<file path="src/hdl/tsm_pkg.sv">
`timescale 1ns / 1ps

package tsm_pkg;

    // Fixed field widths
    localparam int BYTE_W     = 8;
    localparam int COUNT_W    = 32;
    localparam int CFG_DATA_W = 64;
    localparam int PLEN_W     = 4;
    localparam int CFG_IDX_W  = 2;

    // Defaults for the top-level parameters
    localparam int MAX_PATTERN_DEF = 8;
    localparam int CHUNK_BYTES_DEF = 511;

    // Special characters
    localparam logic [BYTE_W-1:0] SPACE_CHAR   = 8'h20;
    localparam logic [BYTE_W-1:0] NEWLINE_CHAR = 8'h0A;
    localparam logic [BYTE_W-1:0] UPPER_A      = 8'h41;
    localparam logic [BYTE_W-1:0] UPPER_Z      = 8'h5A;
    localparam logic [BYTE_W-1:0] CASE_OFFSET  = 8'h20;

    // Configuration register indexes
    typedef enum logic [CFG_IDX_W-1:0] {
        CFG_PATTERN_BYTES  = 2'd0,
        CFG_PATTERN_LENGTH = 2'd1
    } t_cfg_idx;

    // ASCII letters fold to lower case, everything else passes unchanged
    function automatic logic [BYTE_W-1:0] fold_case(input logic [BYTE_W-1:0] b);
        logic [BYTE_W-1:0] r;
        r = b;
        if (b >= UPPER_A && b <= UPPER_Z) begin
            r = b + CASE_OFFSET;
        end
        return r;
    endfunction

endpackage

</file>
<file path="src/hdl/token_substring_match_counter.sv">
`timescale 1ns / 1ps
// The last byte's count goes to the result register, or to the skid stage on a stall.
// Throughput: one byte per cycle while not stalled; token/chunk state updates per byte.
// Input stalls only while both the result register and its skid stage hold counts.
// Reset (synchronous, active low): token, chunk and count state cleared, pattern
// registers cleared to zero, result buffer emptied.
module token_substring_match_counter #(
    parameter int MAX_PATTERN = tsm_pkg::MAX_PATTERN_DEF,
    parameter int CHUNK_BYTES = tsm_pkg::CHUNK_BYTES_DEF
) (
    input  logic                           i_clk,
    input  logic                           i_rst_n,
    input  logic                           i_valid,
    output logic                           o_stall,
    input  logic [tsm_pkg::BYTE_W-1:0]     i_data_byte,
    input  logic                           i_last_byte,
    output logic                           o_valid,
    input  logic                           i_stall,
    output logic [tsm_pkg::COUNT_W-1:0]    o_match_count,
    input  logic                           i_cfg_valid,
    output logic                           o_cfg_ready,
    input  logic [tsm_pkg::CFG_IDX_W-1:0]  i_cfg_index,
    input  logic [tsm_pkg::CFG_DATA_W-1:0] i_cfg_data
);
    import tsm_pkg::*;

    localparam int TOK_W = $clog2(MAX_PATTERN + 1);
    localparam int POS_W = $clog2(CHUNK_BYTES + 1);
    localparam int REC_W = BYTE_W * MAX_PATTERN;

    logic [CFG_DATA_W-1:0] r_pattern_bytes;
    logic [PLEN_W-1:0]     r_pattern_length;
    logic [REC_W-1:0]      r_recent;
    logic [TOK_W-1:0]      r_tok_len;
    logic                  r_tok_matched;
    logic [POS_W-1:0]      r_chunk_pos;
    logic [COUNT_W-1:0]    r_hit_count;

    logic [REC_W-1:0]   n_recent;
    logic [TOK_W-1:0]   n_tok_len;
    logic               n_tok_matched;
    logic [POS_W-1:0]   n_chunk_pos;
    logic [COUNT_W-1:0] n_hit_count;

    logic               accept;
    logic [TOK_W-1:0]   plen_eff;
    logic [REC_W-1:0]   shift_recent;
    logic [TOK_W-1:0]   len_inc;
    logic               tail_hit;
    logic               is_space;
    logic [TOK_W-1:0]   tok_len_a;
    logic               tok_m_a;
    logic [POS_W-1:0]   pos_inc;
    logic               chunk_end;
    logic               close_now;
    logic               tok_count;
    logic [COUNT_W-1:0] hit_next;
    logic               buf_full;

    assign accept      = i_valid && !o_stall;
    assign o_cfg_ready = 1'b1;

    // Configuration registers
    always_ff @(posedge i_clk) begin
        if (!i_rst_n) begin
            r_pattern_bytes  <= '0;
            r_pattern_length <= '0;
        end else if (i_cfg_valid && o_cfg_ready) begin
            case (i_cfg_index)
                CFG_PATTERN_BYTES:  r_pattern_bytes  <= i_cfg_data;
                CFG_PATTERN_LENGTH: r_pattern_length <= i_cfg_data[PLEN_W-1:0];
                default: ;
            endcase
        end
    end

    // Pattern length clamped to the compare window
    assign plen_eff = (r_pattern_length > PLEN_W'(MAX_PATTERN)) ?
                      TOK_W'(MAX_PATTERN) : TOK_W'(r_pattern_length);

    // Token window after taking this byte
    assign shift_recent = (r_recent << BYTE_W) | REC_W'(fold_case(i_data_byte));
    assign len_inc      = (r_tok_len < TOK_W'(MAX_PATTERN)) ? r_tok_len + 1'b1 : r_tok_len;

    tsm_matcher #(
        .MAX_PATTERN (MAX_PATTERN)
    ) u_matcher (
        .i_recent  (shift_recent),
        .i_tok_len (len_inc),
        .i_pattern (r_pattern_bytes[REC_W-1:0]),
        .i_plen    (plen_eff),
        .o_hit     (tail_hit)
    );

    // Token bookkeeping; a space closes the token without joining it
    assign is_space  = (i_data_byte == SPACE_CHAR);
    assign tok_len_a = is_space ? r_tok_len : len_inc;
    assign tok_m_a   = is_space ? r_tok_matched : (r_tok_matched || tail_hit);

    // Chunk boundary: newline or full line buffer
    assign pos_inc   = r_chunk_pos + 1'b1;
    assign chunk_end = (i_data_byte == NEWLINE_CHAR) || (pos_inc >= POS_W'(CHUNK_BYTES));

    // At most one token closes per byte; count saturates
    assign close_now = is_space || chunk_end || i_last_byte;
    assign tok_count = close_now && (tok_len_a != '0) && tok_m_a;
    assign hit_next  = (tok_count && (r_hit_count != '1)) ? r_hit_count + 1'b1 : r_hit_count;

    // Next state
    always_comb begin
        n_recent      = r_recent;
        n_tok_len     = r_tok_len;
        n_tok_matched = r_tok_matched;
        n_chunk_pos   = r_chunk_pos;
        n_hit_count   = r_hit_count;
        if (accept) begin
            if (i_last_byte) begin
                n_recent      = '0;
                n_tok_len     = '0;
                n_tok_matched = 1'b0;
                n_chunk_pos   = '0;
                n_hit_count   = '0;
            end else begin
                n_recent      = close_now ? '0 : shift_recent;
                n_tok_len     = close_now ? '0 : len_inc;
                n_tok_matched = close_now ? 1'b0 : tok_m_a;
                n_chunk_pos   = chunk_end ? '0 : pos_inc;
                n_hit_count   = hit_next;
            end
        end
    end

    always_ff @(posedge i_clk) begin
        if (!i_rst_n) begin
            r_recent      <= '0;
            r_tok_len     <= '0;
            r_tok_matched <= 1'b0;
            r_chunk_pos   <= '0;
            r_hit_count   <= '0;
        end else begin
            r_recent      <= n_recent;
            r_tok_len     <= n_tok_len;
            r_tok_matched <= n_tok_matched;
            r_chunk_pos   <= n_chunk_pos;
            r_hit_count   <= n_hit_count;
        end
    end

    // Result register with skid stage
    tsm_result_buf u_result_buf (
        .i_clk        (i_clk),
        .i_rst_n      (i_rst_n),
        .i_push       (accept && i_last_byte),
        .i_push_count (hit_next),
        .o_full       (buf_full),
        .o_valid      (o_valid),
        .i_stall      (i_stall),
        .o_count      (o_match_count)
    );

    assign o_stall = buf_full;

    // Checks
    a_stall_needs_result: assert property (@(posedge i_clk) disable iff (!i_rst_n)
        o_stall |-> o_valid)
        else $error("input stalled with no result pending");

    a_last_clears: assert property (@(posedge i_clk) disable iff (!i_rst_n)
        (accept && i_last_byte) |=> (r_hit_count == '0 && r_tok_len == '0 &&
                                     r_chunk_pos == '0 && !r_tok_matched))
        else $error("state not cleared after last byte");

    a_last_gives_result: assert property (@(posedge i_clk) disable iff (!i_rst_n)
        (accept && i_last_byte) |=> o_valid)
        else $error("no result after last byte");

    a_chunk_in_range: assert property (@(posedge i_clk) disable iff (!i_rst_n)
        r_chunk_pos < POS_W'(CHUNK_BYTES))
        else $error("chunk position out of range");

    a_tok_len_in_range: assert property (@(posedge i_clk) disable iff (!i_rst_n)
        r_tok_len <= TOK_W'(MAX_PATTERN))
        else $error("token length above window");

endmodule

</file>
<file path="src/hdl/tsm_matcher.sv">
`timescale 1ns / 1ps

module tsm_matcher #(
    parameter int MAX_PATTERN = tsm_pkg::MAX_PATTERN_DEF
) (
    input  logic [tsm_pkg::BYTE_W*MAX_PATTERN-1:0] i_recent,
    input  logic [$clog2(MAX_PATTERN+1)-1:0]       i_tok_len,
    input  logic [tsm_pkg::BYTE_W*MAX_PATTERN-1:0] i_pattern,
    input  logic [$clog2(MAX_PATTERN+1)-1:0]       i_plen,
    output logic                                   o_hit
);
    import tsm_pkg::*;

    localparam int TOK_W = $clog2(MAX_PATTERN + 1);

    logic [MAX_PATTERN-1:0] len_hit;
    logic                   sel_hit;

    // One compare row per possible pattern length; the newest byte lines up
    // with the last pattern character.
    always_comb begin
        for (int l = 0; l < MAX_PATTERN; l++) begin
            len_hit[l] = 1'b1;
            for (int k = 0; k <= l; k++) begin
                if (i_recent[BYTE_W*k +: BYTE_W] !=
                    fold_case(i_pattern[BYTE_W*(l-k) +: BYTE_W])) begin
                    len_hit[l] = 1'b0;
                end
            end
        end
    end

    // Pick the row for the active length
    always_comb begin
        sel_hit = 1'b0;
        for (int l = 0; l < MAX_PATTERN; l++) begin
            if (i_plen == TOK_W'(l + 1)) begin
                sel_hit = len_hit[l];
            end
        end
    end

    // Empty pattern matches any token; otherwise the token must be long enough
    assign o_hit = (i_plen == '0) || ((i_tok_len >= i_plen) && sel_hit);

endmodule

</file>
<file path="src/hdl/tsm_result_buf.sv">
`timescale 1ns / 1ps

module tsm_result_buf (
    input  logic                        i_clk,
    input  logic                        i_rst_n,
    input  logic                        i_push,
    input  logic [tsm_pkg::COUNT_W-1:0] i_push_count,
    output logic                        o_full,
    output logic                        o_valid,
    input  logic                        i_stall,
    output logic [tsm_pkg::COUNT_W-1:0] o_count
);
    import tsm_pkg::*;

    logic               r_out_valid;
    logic [COUNT_W-1:0] r_out_count;
    logic               r_skid_valid;
    logic [COUNT_W-1:0] r_skid_count;

    // Control: output register drains first, skid catches a push while stalled
    always_ff @(posedge i_clk) begin
        if (!i_rst_n) begin
            r_out_valid  <= 1'b0;
            r_skid_valid <= 1'b0;
        end else if (!r_out_valid || !i_stall) begin
            if (r_skid_valid) begin
                r_out_valid  <= 1'b1;
                r_skid_valid <= 1'b0;
            end else begin
                r_out_valid <= i_push;
            end
        end else if (i_push) begin
            r_skid_valid <= 1'b1;
        end
    end

    // Payload
    always_ff @(posedge i_clk) begin
        if (!r_out_valid || !i_stall) begin
            if (r_skid_valid) begin
                r_out_count <= r_skid_count;
            end else if (i_push) begin
                r_out_count <= i_push_count;
            end
        end else if (i_push) begin
            r_skid_count <= i_push_count;
        end
    end

    assign o_full  = r_skid_valid;
    assign o_valid = r_out_valid;
    assign o_count = r_out_count;

endmodule
</file>
<file path="config.mk">
export PLATFORM = sky130hd
export DESIGN_NAME = token_substring_match_counter
export DESIGN_NICKNAME = d
export VERILOG_FILES = /design/src/hdl/tsm_pkg.sv /design/src/hdl/token_substring_match_counter.sv /design/src/hdl/tsm_matcher.sv /design/src/hdl/tsm_result_buf.sv
export SDC_FILE = /design/constraint.sdc
export NUM_CORES = 1
export LEC_CHECK = 0
export BUFFER_PORTS_ARGS = -buffer_cell sky130_fd_sc_hd__buf_2
export CORE_MARGIN = 8
export CORE_UTILIZATION = 47
export DETAILED_ROUTE_END_ITERATION = 6
export PLACE_DENSITY = 0.78
export SLEW_MARGIN = 20
export SYNTH_ARGS = -nofsm -noshare
export SYNTH_HDL_FRONTEND = slang
export SYNTH_SLANG_ARGS = --single-unit
export TNS_END_PERCENT = 1
</file>
<file path="constraint.sdc">
create_clock -name i_clk -period 3.69 [get_ports i_clk]
set_input_delay 0 -clock i_clk [delete_from_list [all_inputs] [get_ports i_clk]]
set_output_delay 0 -clock i_clk [all_outputs]
set_load 0.05 [all_outputs]
</file>
==> metrics <==
run status=finished with violations; Detailed Route WL=roughly 54 mm; clock tree buffer depth=3; Highest Clock Rate=about 0.26 GHz; register area share after synthesis=0.357; Synth area leaders=dfxtp_1, edfxtp_1, xnor2_1; Post-DRT Antenna Nets=0; fin area=around 19,000 sq um; synthesized area=roughly 15,000 sq um; pwr/cell area=about 340 nW/um^2; final setup margin=-0.114 ns; largest net degree at the start of global routing=97; GRT Overall Usage=0.274; Worst Setup Start Kind=flip-flop; via-per-instance ratio=a little under 6; CTS buffer count=27; # rows=65; area post-placement=around 17,000 sq um; GRT overflow=0; flip-flop and latch count after synthesis=236; clock slew at reported path FFs=0.07 ns; final setup fails=22; Mapped Nets=~1,900; Initial Util=0.477; fillcell total=roughly 2,700; Tightest Pin Transition=about 1.1 ns; vias in the first global route=roughly 15,000; Max VDD drop=~0.31 mV; worst hold slack=between 0.01 and 0.015 ns; Max Slew Vio Count=0; core area=31,500 sq um; multi-input combinational cell area=slightly above 9000 sq um; synth warn=0; synth unique cells=between 90 and 100; Pre-antenna DRT Iters=7; Post-Synthesis Cells=around 1,800; DP HPWL=roughly 39 mm; Sequential Area=5390 sq um; syn avg cell area=~8.5 sq um; setup tns final=-0.758 ns; Comb pwr share=0.165; Area Overhead vs Synth=29.3%; PortBufs=roughly 110; clock root buffer master=clkbuf_16; worst hold path type=in2reg; Leakage=~7.7 nW; number of max-cap violations=0; Reg2Reg Depth=14; CTS tree=done; Reg power frac=0.417; skew final=between 0.01 and 0.015 ns; Die ar.=37,900 sq um; ant diodes=0; drc violations=0; initial drt markers=approximately 1,200; CP arrival=about 4.1 ns; critical path type=reg2reg; initial antenna violation count=0; Clock Power Share=0.418; Vias=14,617; Hold Path Stages=4; crit end category=flip-flop; Sw Pwr=roughly 0.0018 W; DR WL/cell=approximately 22 um; asr flop ratio synth=0; clk_lat worst skew=roughly 0.56 ns; layout cells sized above 1=0.261; CTS sink count=around 240; Period Utilization, post-route=1.03; global-route wire length before repair=about 83 mm; crit path max fanout=6; cell taking the most area after synthesis=dfxtp_1; CP required=~4.0 ns; Switching Share=0.274; I/O Pins=approximately 120; RD Place Congestion=roughly 0.97; nets=~2,200; P_int=between 0.004 and 0.005 W; Die X=just under 200 um; Die Y=a little under 200 um; CTS HTree Levels=1; final hold violations=0; Most used DFF post-synth=dfxtp_1; dpl ws=-0.406 ns; Rel. slew slack=0.246; failing checks=negative setup slack; post-synth top area share=0.229; RSZ-0062 raised after global routing=yes; Final min period=3.80 ns; Post-synth EDFFs=64
-- metal layers --
| layer | global-route usage | wire length [um] |
|---|---|---|
| met1 | 0.309 | 20700 |
| met2 | 0.497 | 26900 |
| met3 | 0.0347 | 2950 |
| met4 | 0.143 | 3300 |
| met5 | 0 | 0 |
-- cell type report --
type	instances	area share
clock buffers	38	0.0390
repair buffers	435	0.172
multi-input cells	1342	0.472
well taps	402	0.0259
clock inverters	11	0.00722
flip-flops and latches	236	0.278
inverters	28	0.00554
-- metrics by stage --
stage | cells | power, W | util
floorplan | 1776 | 0.00340 | -
global placement | 2365 | 0.00377 | 0.552
detailed placement | 2365 | 0.00379 | 0.552
CTS | 2488 | 0.00660 | 0.610
global route | 2492 | 0.00680 | 0.617
finish | 2492 | 0.00661 | 0.617
-- power groups by stage --
stage               combinational (W)  clock [W]  sequential (W)
finish                        0.00109    0.00276         0.00275
global route                  0.00116    0.00288         0.00276
CTS                           0.00106    0.00279         0.00275
detailed placement           0.000976          0         0.00281
global placement             0.000965          0         0.00281
floorplan                    0.000565          0         0.00283
-- flip-flops by register name, indices dropped and copies added, names as in the netlist --
signal	flops
r_chunk_pos	9
r_hit_count	32
r_pattern_bytes	64
r_pattern_length	4
r_recent	56
r_tok_len	4
r_tok_matched	1
u_result_buf.o_count	32
u_result_buf.o_full	1
u_result_buf.o_valid	1
u_result_buf.r_skid_count	32
-- cell usage after synthesis (28+ instances only) --
| cell | number |
|---|---|
| nand2_1 | 238 |
| xnor2_1 | 185 |
| a21oi_1 | 173 |
| dfxtp_1 | 172 |
| xor2_1 | 118 |
| clkbuf_1 | 107 |
| nand3_1 | 94 |
| nor2_1 | 73 |
| edfxtp_1 | 64 |
| nand4_1 | 57 |
| nor4_1 | 38 |
| nor3_1 | 33 |
| mux2_2 | 30 |
| o21ai_0 | 30 |
| buf_2 | 28 |
-- kinds of logic after synthesis --
family / after synthesis / synth area share
buffers and inverters: 198 / 0.0592
other: 1 / 0.000250
AOI/OAI and AO/OA: 332 / 0.145
and+or+nand+nor: 648 / 0.217
DFF: 236 / 0.357
adders and majority gates: 17 / 0.0142
muxes: 41 / 0.0300
xor gates and xnor gates: 303 / 0.177
-- critical path, stage by stage, from the launching register on --
cell and delay, ns:
dfxtp_1 0.34, nand2b_1 0.28, nor4_1 0.51, nand3_1 0.17
nor4_2 0.25, nand4_1 0.24, a2111oi_1 0.30, and3_1 0.23
o31ai_2 0.09, and2_4 0.19, buf_4 0.16, nor4_4 0.27
buf_4 0.16, xnor2_1 0.07, mux2_2 0.27
-- path summary, 6_finish.rpt --
kind,start,slack (ns),end
min,i_cfg_valid,0.01,r_pattern_length[3]
max,r_pattern_length[3],-0.11,u_result_buf.o_count[20]
min reg2reg,r_recent[50],0.47,r_recent[50]
max reg2reg,r_pattern_length[3],-0.11,u_result_buf.o_count[20]
-- layout by cell type, fill, tap and decap left out, types with 23 or more instances in the layout --
master | Yosys | routed
nand2_1 | 238 | 237
nand4_1 | 57 | 57
buf_2 | 28 | 113
nor4_1 | 38 | 23
mux2_2 | 30 | 28
o21ai_0 | 30 | 29
nor3_1 | 33 | 30
nand3_1 | 94 | 94
buf_4 | 13 | 234
dlygate4sd3_1 | 0 | 72
xor2_1 | 118 | 118
dfxtp_1 | 172 | 155
nor2_1 | 73 | 72
clkbuf_16 | 0 | 27
xnor2_1 | 185 | 178
a21oi_1 | 173 | 171
edfxtp_1 | 64 | 64
-- what timing repair did --
item / in CTS / in global routing
gates cloned: 0 / 0
gates resized for setup: 42 / 31
setup endpoints to repair: 83 / 77
hold buffers: 72 / 0
buffers inserted: 3 / 3
hold endpoints to repair: 73 / 0
pin swaps: 20 / 10
No activity file was read; power rests on OpenSTA's default activity.
